$ cat src/design/terminal_escape_key_decoder_defines.svh
// ----------------------------------------------------------------------------
// terminal escape key decoder: assertion macros
// concurrent checks that drop out of synthesis builds
// ----------------------------------------------------------------------------
`ifndef TERMINAL_ESCAPE_KEY_DECODER_DEFINES_SVH
`define TERMINAL_ESCAPE_KEY_DECODER_DEFINES_SVH

`ifndef SYNTHESIS

// same-cycle implication, checked out of reset
`define TEKD_ASSERT_SAME(lbl, ante, cons, msg) \
  lbl: assert property (@(posedge clk) disable iff (!rst_n) (ante) |-> (cons)) \
    else $error(msg);

// next-cycle implication, checked out of reset
`define TEKD_ASSERT_NEXT(lbl, ante, cons, msg) \
  lbl: assert property (@(posedge clk) disable iff (!rst_n) (ante) |=> (cons)) \
    else $error(msg);

`else

`define TEKD_ASSERT_SAME(lbl, ante, cons, msg)
`define TEKD_ASSERT_NEXT(lbl, ante, cons, msg)

`endif

`endif

$ cat src/design/tekd_pkg.sv
// ----------------------------------------------------------------------------
// tekd_pkg
// shared types, byte codes and key table for the escape key decoder
// ----------------------------------------------------------------------------
package tekd_pkg;

  localparam int unsigned TEKD_MAX_SEQ_BYTES = 9;
  localparam int unsigned SEQ_W = 4;

  localparam logic [7:0] BYTE_ESC   = 8'h1B;
  localparam logic [7:0] BYTE_CSI   = 8'h5B;
  localparam logic [7:0] BYTE_SS3   = 8'h4F;
  localparam logic [7:0] BYTE_A     = 8'h41;
  localparam logic [7:0] BYTE_D     = 8'h44;
  localparam logic [7:0] BYTE_P     = 8'h50;
  localparam logic [7:0] BYTE_S     = 8'h53;
  localparam logic [7:0] BYTE_ZERO  = 8'h30;
  localparam logic [7:0] BYTE_NINE  = 8'h39;
  localparam logic [7:0] BYTE_TILDE = 8'h7E;

  localparam logic [1:0] KIND_CHAR = 2'd0;
  localparam logic [1:0] KIND_KEY  = 2'd1;
  localparam logic [1:0] KIND_RAW  = 2'd2;

  localparam logic [4:0] KEY_NONE  = 5'd0;
  localparam logic [4:0] KEY_UP    = 5'd1;
  localparam logic [4:0] KEY_HOME  = 5'd5;
  localparam logic [4:0] KEY_INS   = 5'd6;
  localparam logic [4:0] KEY_DEL   = 5'd7;
  localparam logic [4:0] KEY_END   = 5'd8;
  localparam logic [4:0] KEY_PGUP  = 5'd9;
  localparam logic [4:0] KEY_PGDN  = 5'd10;
  localparam logic [4:0] KEY_F1    = 5'd11;
  localparam logic [4:0] KEY_F5    = 5'd15;
  localparam logic [4:0] KEY_F6    = 5'd16;
  localparam logic [4:0] KEY_F7    = 5'd17;
  localparam logic [4:0] KEY_F8    = 5'd18;
  localparam logic [4:0] KEY_F9    = 5'd19;
  localparam logic [4:0] KEY_F10   = 5'd20;
  localparam logic [4:0] KEY_F11   = 5'd21;
  localparam logic [4:0] KEY_F12   = 5'd22;

  typedef struct packed {
    logic [SEQ_W-1:0] seq_len;
    logic [7:0]       ctrl;
    logic [7:0]       acc;
  } tekd_state_t;

  typedef struct packed {
    logic [1:0] kind;
    logic [4:0] key;
    logic [7:0] ch;
    logic [7:0] cb;
  } tekd_result_t;

  // number before '~' to key code
  function automatic logic [4:0] tilde_key(input logic [7:0] n);
    logic [4:0] k;
    unique case (n)
      8'd1:    k = KEY_HOME;
      8'd2:    k = KEY_INS;
      8'd3:    k = KEY_DEL;
      8'd4:    k = KEY_END;
      8'd5:    k = KEY_PGUP;
      8'd6:    k = KEY_PGDN;
      8'd15:   k = KEY_F5;
      8'd17:   k = KEY_F6;
      8'd18:   k = KEY_F7;
      8'd19:   k = KEY_F8;
      8'd20:   k = KEY_F9;
      8'd21:   k = KEY_F10;
      8'd23:   k = KEY_F11;
      8'd24:   k = KEY_F12;
      default: k = KEY_NONE;
    endcase
    return k;
  endfunction

endpackage

$ cat src/design/terminal_escape_key_decoder.sv
// ----------------------------------------------------------------------------
// terminal_escape_key_decoder
// turns terminal bytes into character, named key and raw key events
// ----------------------------------------------------------------------------
//  port group  dir  beat contents
//  in_*        in   in_byte, one received byte
//  out_*       out  event kind, key code, char value, control byte
//
//  one byte per cycle sustained while results are taken; a byte's event is
//  loaded into the result register from the input register, through decode.
//  sequence state is updated as a byte leaves the input register.
//  a stalled result holds the input register, which takes a new beat only
//  when it is empty or moving on; bytes with no event are held just the same.
//  synchronous active-low reset empties both registers and clears the state.
// ----------------------------------------------------------------------------
`include "terminal_escape_key_decoder_defines.svh"

module terminal_escape_key_decoder import tekd_pkg::*; #(
  parameter int unsigned MAX_SEQUENCE_BYTES = TEKD_MAX_SEQ_BYTES
) (
  input  logic       clk,
  input  logic       rst_n,
  input  logic       in_valid,
  output logic       in_ready,
  input  logic [7:0] in_byte,
  output logic       out_valid,
  input  logic       out_ready,
  output logic [1:0] out_event_kind,
  output logic [4:0] out_key_code,
  output logic [7:0] out_char_value,
  output logic [7:0] out_control_byte_out
);

  logic         in_valid_r;
  logic         in_valid_nxt;
  logic [7:0]   in_byte_r;
  tekd_state_t  state_r;
  tekd_state_t  state_nxt;
  tekd_result_t res;
  logic         res_valid;
  logic         go;

  // input register moves on when the result slot is free or draining
  assign go       = in_valid_r && (!out_valid || out_ready);
  assign in_ready = !in_valid_r || go;

  always_comb begin
    in_valid_nxt = in_valid_r;
    if (in_valid && in_ready) begin
      in_valid_nxt = 1'b1;
    end else if (go) begin
      in_valid_nxt = 1'b0;
    end
  end

  always_ff @(posedge clk) begin
    if (!rst_n) begin
      in_valid_r <= 1'b0;
      state_r    <= '0;
    end else begin
      in_valid_r <= in_valid_nxt;
      if (go) begin
        state_r <= state_nxt;
      end
    end
  end

  always_ff @(posedge clk) begin
    if (in_valid && in_ready) begin
      in_byte_r <= in_byte;
    end
  end

  tekd_step #(
    .MAX_SEQ_BYTES (MAX_SEQUENCE_BYTES)
  ) u_step (
    .byte_i      (in_byte_r),
    .cur_i       (state_r),
    .nxt_o       (state_nxt),
    .res_valid_o (res_valid),
    .res_o       (res)
  );

  tekd_out_stage u_out (
    .clk                  (clk),
    .rst_n                (rst_n),
    .load_i               (go && res_valid),
    .res_i                (res),
    .out_valid            (out_valid),
    .out_ready            (out_ready),
    .out_event_kind       (out_event_kind),
    .out_key_code         (out_key_code),
    .out_char_value       (out_char_value),
    .out_control_byte_out (out_control_byte_out)
  );

  `TEKD_ASSERT_SAME(a_len_bound, 1'b1,
    state_r.seq_len <= SEQ_W'(MAX_SEQUENCE_BYTES), "sequence length past limit")
  `TEKD_ASSERT_SAME(a_acc_idle, state_r.seq_len == '0, state_r.acc == '0,
    "number held with no open sequence")
  `TEKD_ASSERT_NEXT(a_event_lands, go && res_valid, out_valid,
    "decoded event not in result register")
  `TEKD_ASSERT_SAME(a_char_clean, out_valid && out_event_kind == KIND_CHAR,
    out_key_code == KEY_NONE && out_control_byte_out == 8'h00,
    "plain character carries key fields")
  `TEKD_ASSERT_NEXT(a_no_overrun, in_valid_r && !go, in_valid_r && $stable(in_byte_r),
    "pending byte lost while stalled")

endmodule

$ cat src/design/tekd_step.sv
// ----------------------------------------------------------------------------
// tekd_step
// one byte's decode: next sequence state and optional key event
// ----------------------------------------------------------------------------
module tekd_step import tekd_pkg::*; #(
  parameter int unsigned MAX_SEQ_BYTES = TEKD_MAX_SEQ_BYTES
) (
  input  logic [7:0]   byte_i,
  input  tekd_state_t  cur_i,
  output tekd_state_t  nxt_o,
  output logic         res_valid_o,
  output tekd_result_t res_o
);

  logic [SEQ_W:0] len;
  logic [11:0]    acc_mul;
  logic [3:0]     digit;

  assign len     = {1'b0, cur_i.seq_len} + (SEQ_W+1)'(1);
  assign digit   = byte_i[3:0];
  // acc * 10 + digit, plenty of headroom for saturation
  assign acc_mul = {1'b0, cur_i.acc, 3'b000} + {3'b000, cur_i.acc, 1'b0}
                   + {8'h00, digit};

  always_comb begin
    nxt_o       = cur_i;
    res_valid_o = 1'b0;
    res_o       = '0;
    priority if (cur_i.seq_len == '0) begin
      if (byte_i == BYTE_ESC) begin
        nxt_o.seq_len = SEQ_W'(1);
      end else begin
        res_valid_o = 1'b1;
        res_o.kind  = KIND_CHAR;
        res_o.ch    = byte_i;
      end
    end else if (len == (SEQ_W+1)'(2)) begin
      nxt_o.seq_len = SEQ_W'(2);
      nxt_o.ctrl    = byte_i;
    end else if (len > (SEQ_W+1)'(MAX_SEQ_BYTES)) begin
      // overlong sequence is dropped silently
      nxt_o.seq_len = '0;
      nxt_o.acc     = '0;
    end else begin
      nxt_o.seq_len = len[SEQ_W-1:0];
      priority if (cur_i.ctrl == BYTE_CSI) begin
        priority if (byte_i >= BYTE_A && byte_i <= BYTE_D) begin
          nxt_o.seq_len = '0;
          nxt_o.acc     = '0;
          res_valid_o   = 1'b1;
          res_o.kind    = KIND_KEY;
          res_o.key     = 5'(byte_i - BYTE_A) + KEY_UP;
          res_o.cb      = cur_i.ctrl;
        end else if (byte_i >= BYTE_ZERO && byte_i <= BYTE_NINE) begin
          nxt_o.acc = (acc_mul > 12'd255) ? 8'hFF : acc_mul[7:0];
        end else if (byte_i == BYTE_TILDE) begin
          nxt_o.seq_len = '0;
          nxt_o.acc     = '0;
          res_valid_o   = 1'b1;
          res_o.kind    = KIND_KEY;
          res_o.key     = tilde_key(cur_i.acc);
          res_o.cb      = cur_i.ctrl;
        end else begin
          // anything else after csi is skipped
        end
      end else if (cur_i.ctrl == BYTE_SS3) begin
        if (byte_i >= BYTE_P && byte_i <= BYTE_S) begin
          nxt_o.seq_len = '0;
          nxt_o.acc     = '0;
          res_valid_o   = 1'b1;
          res_o.kind    = KIND_KEY;
          res_o.key     = 5'(byte_i - BYTE_P) + KEY_F1;
          res_o.cb      = cur_i.ctrl;
        end
      end else begin
        nxt_o.seq_len = '0;
        nxt_o.acc     = '0;
        res_valid_o   = 1'b1;
        res_o.kind    = KIND_RAW;
        res_o.ch      = byte_i;
        res_o.cb      = cur_i.ctrl;
      end
    end
  end

endmodule

$ cat src/design/tekd_out_stage.sv
// ----------------------------------------------------------------------------
// tekd_out_stage
// result register with valid/ready handshake towards the consumer
// ----------------------------------------------------------------------------
module tekd_out_stage import tekd_pkg::*; (
  input  logic         clk,
  input  logic         rst_n,
  input  logic         load_i,
  input  tekd_result_t res_i,
  output logic         out_valid,
  input  logic         out_ready,
  output logic [1:0]   out_event_kind,
  output logic [4:0]   out_key_code,
  output logic [7:0]   out_char_value,
  output logic [7:0]   out_control_byte_out
);

  logic         valid_r;
  logic         valid_nxt;
  tekd_result_t res_r;

  always_comb begin
    valid_nxt = valid_r;
    if (load_i) begin
      valid_nxt = 1'b1;
    end else if (out_ready) begin
      valid_nxt = 1'b0;
    end
  end

  always_ff @(posedge clk) begin
    if (!rst_n) begin
      valid_r <= 1'b0;
    end else begin
      valid_r <= valid_nxt;
    end
  end

  always_ff @(posedge clk) begin
    if (load_i) begin
      res_r <= res_i;
    end
  end

  assign out_valid            = valid_r;
  assign out_event_kind       = res_r.kind;
  assign out_key_code         = res_r.key;
  assign out_char_value       = res_r.ch;
  assign out_control_byte_out = res_r.cb;

endmodule

$ cat config.mk
export PLATFORM = sky130hd
export DESIGN_NAME = terminal_escape_key_decoder
export DESIGN_NICKNAME = d
export VERILOG_FILES = /design/src/design/tekd_pkg.sv /design/src/design/terminal_escape_key_decoder.sv /design/src/design/tekd_step.sv /design/src/design/tekd_out_stage.sv
export VERILOG_INCLUDE_DIRS = /design/src /design/src/design
export SDC_FILE = /design/constraint.sdc
export NUM_CORES = 1
export LEC_CHECK = 0
export BUFFER_PORTS_ARGS = -buffer_cell sky130_fd_sc_hd__clkbuf_2
export CORE_MARGIN = 4
export CORE_UTILIZATION = 55
export CTS_CLUSTER_SIZE = 12
export DETAILED_ROUTE_END_ITERATION = 8
export PLACE_DENSITY_LB_ADDON = 0.3
export SLEW_MARGIN = 20
export SYNTH_ARGS = -nofsm -noshare
export SYNTH_HDL_FRONTEND = slang
export SYNTH_SLANG_ARGS = --single-unit
$ cat constraint.sdc
create_clock -name clk -period 5.9 [get_ports clk]
set_input_delay 1.18 -clock clk [delete_from_list [all_inputs] [get_ports clk]]
set_output_delay 1.18 -clock clk [all_outputs]
set_load 0.02 [all_outputs]
==> metrics, run 1 <==
drt first pass iters=4; Gate Count Post-Synth=344; CP dominant cell by count=ha_1; routed wire length=7610 um; register area share after synthesis=41.8%; Clock Root Buffer=clkbuf_8; Max Slew Vio Count=0; slowest CP cell=edfxtp_1; Power Total=0.000818 W; CP endpoint kind=register; Worst-path clk slew=70 ps; Yosys reg bits=58; Crit path required time=6120 ps; wire per inst=16.3 um; Vias/cell=5.89; crit-path leading delay family=adder cells; initial drt markers=~200; Syn. warnings=0; postcts setup bufs=0; Num CTS Buffers=9; FF/Latch Area=0.00147 mm^2; Die X-Extent=88.0 um; static leakage=1.61 nW; number of gates resized after cts=0; Placer Congestion=0.979; first-pass GRT wire length=12,100 um; async set-reset flop share out of synthesis=0%; Hold Buf Count CTS=0; starting density of the core=58.1%; fin crit period=4250 ps; Netlist cell types=66; Fmax=235 MHz; fillers=about 500; worst path cell trace=ha_1 > ha_1 > fa_1 > a21oi_2 > o2111ai_1 > or3b_1 > nand3_1 > nand3_1 > o21ai_1 > nand2_1 > nand2_1 > inv_1 > ha_1 > nor2b_1 > a21oi_1 > a21oi_1; post-synth top area share=between 20% and 30%; Main synth FF type=edfxtp_1; number of I/O port buffers=36; clk sinks=58; CP peak stage delay=580 ps; Total GRT Usage=20.7%; std cell rows=28; vias in the first global route=roughly 2,600; status=completed; crit path DAT=4480 ps; measured slew at the worst slew-check pin=987 ps; worst path buffer plus inverter count=1; htree depth=3; DRT antenna net count=0; RSZ-0062 raised after global routing=no; Core ar.=0.00606 mm^2; initial antenna violation count=0; Die H=88.0 um; io pins=37; Area growth syn-to-layout=12.0%; max cap viols=0; class of the most critical setup path=reg -> reg; P per Cell Area=208 mW/mm^2; Slew HR=34.0%; final setup vio count=0; EDFF count, synth=31; worst setup margin=1650 ps; overflow left after global routing=0; Syn Nets=387; fraction of layout cells with a size suffix above 1=21.0%; area taken by multi-input logic gates=0.00196 mm^2; Final period util=72.1%; Area contributors post-synth=edfxtp_1 (26%), dfxtp_1 (15%), ha_1 (10%); DRC=0; largest net degree at the start of global routing=24; endpoints failing hold=0; vias=about 2,700; post-layout util=65.0%; Critical Path Fanout Max=12; ant diodes=0; type of origin of the critical path=register; CTS tree=done; area leader, netlist=edfxtp_1; die area=between 0.007 and 0.008 mm^2; DP HPWL=5690 um; worst IR drop on VDD=between 0.2 and 0.25 mV; Nets=roughly 430; Setup WS pre-CTS=1740 ps; class of the worst hold path=reg -> reg; setup tns final=0 ps; Setup Skew=around 11 ps; cell area after synthesis=0.00352 mm^2; Max Root-Sink Buffers=2; Syn Area/Cell=10.2 um^2; insertion delay of the later-clocked pin in the worst-skew pair=350 ps
cells by family (layout without fill, tap and decap cells):
group / after synthesis / after routing / synth area share, %
fa+ha+maj: 31 / 31 / 11.5
mux: 9 / 9 / 2.56
simple gates: 134 / 134 / 22.9
xor+xnor: 6 / 6 / 1.49
buf+inv: 22 / 69 / 2.67
flops: 58 / 58 / 41.8
compound gates: 84 / 84 / 17.1
layer usage:
metal	vias up	track usage [%]	share of wire, %
li1	1347	-	-
met3	16	5.17	5.3
met4	0	7.95	1.8
met2	82	35.3	51
met5	-	0	0
met1	1302	24.9	42
report_power, final:
part | switching, W | total, W | internal (W)
Combinational | 0.0000301 | 0.0000458 | 0.0000157
Sequential | 0.0000113 | 0.000448 | 0.000437
Clock | 0.000171 | 0.000324 | 0.000153
cell usage in the layout, fill, tap and decap left out, types with 4 or more instances in the layout:
cell,Yosys,routed
clkbuf_8,0,9
a21oi_1,31,31
dfxtp_1,27,27
clkbuf_2,0,36
and3_1,4,4
inv_1,16,16
o21a_1,4,4
nand3_1,14,14
nor2_1,32,31
mux2i_1,9,9
and2_1,13,13
ha_1,29,29
o2111ai_1,4,4
nand2b_1,4,4
nor2b_1,8,8
nand2_1,20,20
nor3_1,5,5
edfxtp_1,31,31
xnor2_1,4,4
o21ai_0,15,15
worst min-delay path, delay by kind of cell, from the launching register on:
| kind | cells | cell delay [ps] |
|---|---|---|
| DFF | 1 | 350 |
| and+or+nand+nor | 1 | 70 |
| AOI/OAI and AO/OA | 1 | 50 |
sequential cells by signal, indices dropped and copies added, names as in the netlist, named ones only:
register,flops
state_r,20
in_byte_r,8
u_out.out_char_value,8
u_out.out_control_byte_out,8
u_out.out_key_code,5
u_out.out_event_kind,2
in_valid_r,1
u_out.out_valid,1
cell usage after synthesis, drive strengths merged, types with 4 or more instances:
master,instances
inv,17
nor2b,10
xnor2,4
edfxtp,31
nand2b,6
and2,15
dfxtp,27
o211ai,4
nand3,15
a22oi,4
ha,29
and3,8
nor2,35
a21oi,33
o21a,4
nand2,21
o21ai,17
nor3,5
o2111ai,4
mux2i,9
stage by stage:
step,hold WS (ps),cells,instance area (um^2)
floorplan,465,344,3520
global placement,490,450,3760
detailed placement,503,450,3760
CTS,512,466,3940
global route,543,466,3940
finish,514,466,3940
final timing paths:
path	from	to	slack, ps	cells past startpoint
worst max-delay path	in_byte_r[2]	register	1650	16
worst min-delay path	state_r[5]	state_r[5]	510	2
worst max register to register	in_byte_r[2]	register	1650	16
worst min register to register	state_r[5]	state_r[5]	510	2
final cells by class:
class                   instances  area share (%)
clock inverters                 6            1.08
flip-flops and latches         58            37.3
multi-input cells             264            49.8
repair buffers                 36            4.57
well taps                      75            2.38
clock buffers                  10            3.24
inverters                      17            1.62
Note: power is estimated with default switching activity, not from simulation.
==> run 2, diff against run 1 <==
CORE_UTILIZATION = 53   (was 55)
clock period = 3.7 ns   (was 5.9 ns; I/O delays follow)
==> metrics, run 2 (synthesis gave the netlist of run 1 again) <==
status=completed (unchanged); insertion delay of the later-clocked pin in the worst-skew pair=330 ps (was 350 ps); io pins=37 (unchanged); initial drt markers=165 (was 204); Max Slew Vio Count=0 (unchanged); Total GRT Usage=21.0% (was 20.7%); number of I/O port buffers=36 (unchanged); worst setup margin=172 ps (was 1650 ps); max FFs per register=20 (unchanged); routed wire length=7920 um (was 7610 um); commonest non-fill, non-tap cell in the layout=clkbuf_2 (unchanged); Clock power frac=45.3% (was 39.6%); clk sinks=58 (unchanged); starting density of the core=55.1% (was 58.1%); Clock Root Buffer=clkbuf_8 (unchanged); fillers=489 (was 505); CTS tree=done (unchanged); DRC=0 (unchanged); Die X-Extent=89.5 um (was 88.0 um); drt first pass iters=4 (unchanged); CP endpoint kind=register (unchanged); class of the most critical setup path=reg -> reg (unchanged); final setup vio count=0 (unchanged); most frequent cells in the layout=clkbuf_2 (36), nor2_1 (31), edfxtp_1 (31) (was clkbuf_2 (36), a21oi_1 (31), nor2_1 (31), edfxtp_1 (31), ha_1 (29)); Area growth syn-to-layout=18.8% (was 12.0%); fin crit period=3530 ps (was 4250 ps); area taken by multi-input logic gates=0.00202 mm^2 (was 0.00196 mm^2); die area=0.00801 mm^2 (was 0.00774 mm^2); P per Cell Area=348 mW/mm^2 (was 208 mW/mm^2); static leakage=1.72 nW (was 1.61 nW); Crit path required time=3920 ps (was 6120 ps); ant diodes=0 (unchanged); Vias/cell=5.82 (was 5.89); crit path DAT=3750 ps (was 4480 ps); Num CTS Buffers=9 (unchanged); htree depth=3 (unchanged); type of origin of the critical path=register (unchanged); overflow left after global routing=0 (unchanged); first-pass GRT wire length=12,800 um (was 12,100 um); max cap viols=0 (unchanged); setup tns final=0 ps (unchanged); measured slew at the worst slew-check pin=892 ps (was 987 ps); sw power=0.000312 W (was 0.000213 W); Sequential Power Share=48.7% (was 54.8%); Slew HR=40.3% (was 34.0%); met3 wire length=357 um (was 400 um); Internal Power=0.00114 W (was 0.000605 W); CP peak stage delay=580 ps (about the same); worst IR drop on VDD=0.298 mV (was 0.219 mV); Critical Path Fanout Max=3 (was 12); vias in the first global route=2,710 (was 2,597); top sig layer=met4 (unchanged); FF/Latch Area=0.00147 mm^2 (about the same); endpoints failing hold=0 (unchanged); Fmax=283 MHz (was 235 MHz); Largest Register=state_r (unchanged); switch share=21.5% (was 26.0%); Gate power share=6.0% (was 5.6%); fraction of layout cells with a size suffix above 1=26.8% (was 21.0%); slowest CP cell=fa_2 (was edfxtp_1); largest net degree at the start of global routing=24 (unchanged); met1 wire length=3400 um (was 3200 um); Setup WS pre-CTS=29.7 ps (was 1740 ps); DRT antenna net count=0 (unchanged); initial antenna violation count=0 (unchanged); Placer Congestion=0.906 (was 0.979); vias=2,816 (was 2,747); Power Total=0.00146 W (was 0.000818 W); wire per inst=16.4 um (was 16.3 um); worst path cell trace=fa_2 > ha_1 > a211o_1 > a21oi_2 > o21ai_0 > a21oi_1 > nand3_2 > o21ai_2 > nand2_1 > nand2_1 > inv_1 > ha_1 > nor2b_1 > a21oi_2 > a21oi_1 (was ha_1 > ha_1 > fa_1 > a21oi_2 > o2111ai_1 > or3b_1 > nand3_1 > nand3_1 > o21ai_1 > nand2_1 > nand2_1 > inv_1 > ha_1 > nor2b_1 > a21oi_1 > a21oi_1); Hold Buf Count CTS=0 (unchanged); Final period util=95.3% (was 72.1%); Nets=445 (was 429); met2 WL post-DR=4010 um (was 3870 um); class of the worst hold path=reg -> reg (unchanged); Die H=89.5 um (was 88.0 um); Setup Skew=5.29 ps (was 11.4 ps); std cell rows=29 (was 28); Max Root-Sink Buffers=2 (unchanged); Worst-path clk slew=60 ps (was 70 ps); DP HPWL=5790 um (was 5690 um); Core ar.=0.00639 mm^2 (was 0.00606 mm^2)
==> run 2: through the flow <==
step           hold slack (ps)  utilization, %  instances  area, um^2
6_report                   512            65.5        484        4180
2_1_floorplan              465               -        344        3520
3_5_place_dp               503            60.5        465        3860
4_1_cts                    517            64.2        481        4100
3_3_place_gp               483            60.5        465        3860
5_1_grt                    543            65.5        484        4180
==> run 2: power groups by stage <==
stage | combinational (W) | clock [W] | sequential, W
5_1_grt | 0.0000955 | 0.000703 | 0.000710
3_3_place_gp | 0.0000825 | 0 | 0.000722
4_1_cts | 0.0000847 | 0.000670 | 0.000708
3_5_place_dp | 0.0000840 | 0 | 0.000722
6_report | 0.0000880 | 0.000660 | 0.000708
2_1_floorplan | 0.0000344 | 0 | 0.000737
==> run 2: path summary, 6_finish.rpt <==
check / slack, ps / start / depth (start not counted) / endpoint
hold reg to reg: 510 / state_r[5] / 2 / state_r[5]
setup / recovery: 170 / in_byte_r[3] / 15 / register
setup reg to reg: 170 / in_byte_r[3] / 15 / register
hold / removal: 510 / state_r[5] / 2 / state_r[5]
==> run 2: layout make-up <==
type                            instances  area share, %
Clock buffer                           12           3.71
Sequential cell                        58           35.2
Clock inverter                          4           1.77
Timing Repair Buffer                   52           7.18
Tap cell                               77           2.30
Multi-Input combinational cell        264           48.3
Inverter                               17           1.53
==> run 2: critical path, delay by kind of cell, from the launching register on <==
family | cells | cell delay, ps
flops | 1 | 410
simple gates | 4 | 510
buf+inv | 1 | 60
fa+ha+maj | 3 | 1060
compound gates | 7 | 1370
==> run 2: what timing repair did <==
action                     CTS  global route
setup buffers                0             3
setup endpoints to repair    3             5
gates resized for setup      2            12
pin swaps                    0             5
==> run 2: routing by layer <==
| metal | up-vias | track usage [%] |
|---|---|---|
| met3 | 15 | 5.81 |
| li1 | 1383 | - |
| met1 | 1341 | 26.0 |
| met2 | 77 | 35.6 |
| met5 | - | 0 |
| met4 | 0 | 6.63 |
==> run 3, diff against run 2 <==
CTS_BUF_LIST = sky130_fd_sc_hd__clkbuf_16   (was default)
==> metrics, run 3 (synthesis gave the netlist of run 1 again) <==
commonest non-fill, non-tap cell in the layout=clkbuf_2 (unchanged); Clock Root Buffer=clkbuf_16 (was clkbuf_8); status=completed (unchanged); DP HPWL=5790 um (unchanged); Max Root-Sink Buffers=2 (unchanged); endpoints failing hold=0 (unchanged); initial antenna violation count=0 (unchanged); static leakage=1.76 nW (was 1.72 nW); Max Slew Vio Count=0 (unchanged); starting density of the core=55.1% (unchanged); final hold slack=508 ps (was 512 ps); max FFs per register=20 (unchanged); fin crit period=3560 ps (was 3530 ps); CTS tree=done (unchanged); Hold Buf Count CTS=0 (unchanged); class of the worst hold path=reg -> reg (unchanged); measured slew at the worst slew-check pin=883 ps (was 892 ps); Placer Congestion=0.906 (unchanged); final setup vio count=0 (unchanged); vias in the first global route=2,805 (was 2,710); Area growth syn-to-layout=21.4% (was 18.8%); Core ar.=0.00639 mm^2 (unchanged); routed wire length=7940 um (was 7920 um); Slew HR=40.9% (was 40.3%); max cap viols=0 (unchanged); htree depth=3 (unchanged); P per Cell Area=386 mW/mm^2 (was 348 mW/mm^2); hold-critical path depth=2 (unchanged); die area=0.00801 mm^2 (unchanged); ant diodes=0 (unchanged); DRC=0 (unchanged); slowest CP cell=edfxtp_1 (was fa_2); Setup Skew=5.74 ps (was 5.29 ps); fillers=469 (was 489); drt first pass iters=5 (was 4); largest net degree at the start of global routing=24 (unchanged); r2r startpoint=in_byte_r[2] (was in_byte_r[3]); overflow left after global routing=0 (unchanged); initial drt markers=141 (was 165); crit-path leading delay family=adder cells (was compound AO/OA/AOI/OAI gates); crit path DAT=3770 ps (was 3750 ps); first-pass GRT wire length=13,200 um (was 12,800 um); CP endpoint kind=register (unchanged); Die H=89.5 um (unchanged); Critical Path Source=in_byte_r[2] (was in_byte_r[3]); most frequent cells in the layout=clkbuf_2 (36), nor2_1 (31), edfxtp_1 (31) (unchanged); clk sinks=58 (unchanged); wire per inst=16.4 um (about the same); post-layout util=66.9% (was 65.5%); Critical Path Fanout Max=3 (unchanged); Vias/cell=5.86 (was 5.82); Largest Register=state_r (unchanged); Crit path required time=3910 ps (was 3920 ps); worst path buffer plus inverter count=1 (unchanged); Nets=444 (was 445); DRT antenna net count=0 (unchanged); Fmax=281 MHz (was 283 MHz); Worst-path clk slew=50 ps (was 60 ps); fraction of layout cells with a size suffix above 1=26.8% (about the same); R2R Setup Slk=140 ps (was 170 ps); vias=2,830 (was 2,816); Total GRT Usage=21.8% (was 21.0%); number of I/O port buffers=36 (unchanged); type of origin of the critical path=register (unchanged); std cell rows=29 (unchanged); worst path cell trace=ha_4 > ha_2 > fa_2 > a21oi_4 > o2111ai_2 > or3b_1 > nand3_2 > nand3_4 > o21ai_2 > nand2_2 > nand2_1 > inv_1 > ha_1 > nor2b_1 > a21oi_2 > a21oi_1 (was fa_2 > ha_1 > a211o_1 > a21oi_2 > o21ai_0 > a21oi_1 > nand3_2 > o21ai_2 > nand2_1 > nand2_1 > inv_1 > ha_1 > nor2b_1 > a21oi_2 > a21oi_1); worst IR drop on VDD=0.414 mV (was 0.298 mV); class of the most critical setup path=reg -> reg (unchanged); io pins=37 (unchanged); R2R depth=16 (was 15); Final period util=96.3% (was 95.3%); insertion delay of the later-clocked pin in the worst-skew pair=320 ps (was 330 ps); worst hold start=state_r[5] (unchanged); Num CTS Buffers=9 (unchanged); sink of the worst hold path=state_r[5] (unchanged); CP peak stage delay=440 ps (was 580 ps); Die X-Extent=89.5 um (unchanged)
-- run 3: changes by cell type in the layout (fill, tap and decap cells not counted), sizes merged --
| cell | change |
|---|---|
| buf | -1 |
| clkbuf | -3 |
| clkinv | +2 |
| inv | +1 |
-- run 3: timing repair --
item / CTS / global route
pin swaps: 0 / 8
endpoints found under the setup margin: 3 / 5
endpoints found under the hold margin: 0 / 0
buffers inserted: 0 / 2
gates resized for setup: 1 / 16
-- run 3: report_power, final --
part / internal [W] / switching [W] / total (W)
registers: 0.000698 / 0.0000125 / 0.000710
logic: 0.0000305 / 0.0000561 / 0.0000865
clock network: 0.000581 / 0.000273 / 0.000853
-- run 3: how the worst max path moves through the flow --
stage | to | slack, ps | depth (start not counted)
after global routing | register | -60 | 16
after CTS | register | 30 | 14
after global placement | register | 140 | 13
after floorplan | register | 10 | 15
final | register | 140 | 16
after detailed placement | register | 30 | 13
-- run 3: stage by stage --
step	cells	instance area (um^2)	power, W	setup TNS (ps)	setup WS, ps
6_report	483	4270	0.00165	0	138
5_1_grt	483	4270	0.00171	-121	-62.9
4_1_cts	481	4180	0.00166	0	26.2
3_5_place_dp	465	3860	0.000806	0	29.7
3_3_place_gp	465	3860	0.000804	0	144
2_1_floorplan	344	3520	0.000771	0	13.8
-- run 3: metal layers --
layer | vias to the layer above | wire length [um] | part of all wire [%] | track usage (%)
met5 | - | 0 | 0 | 0
met4 | 0 | 215 | 2.7 | 9.20
met3 | 18 | 393 | 5.0 | 6.73
met2 | 92 | 3900 | 49 | 35.7
met1 | 1340 | 3430 | 43 | 26.4
li1 | 1380 | - | - | -
-- run 3: layout make-up --
class                           instances  area (um^2)  share of cell area, %
Multi-Input combinational cell        264         2040                   47.7
Sequential cell                        58         1470                   34.5
Timing Repair Buffer                   51          293                   6.86
Clock buffer                            9          225                   5.27
Tap cell                               77         96.3                   2.26
Clock inverter                          7         85.1                   1.99
Inverter                               17         63.8                   1.49
-- run 3: tightest hold or removal path, stage by stage (launching register included) --
cell and delay, ps:
dfxtp_1 340, nand2_1 70, a21oi_1 50
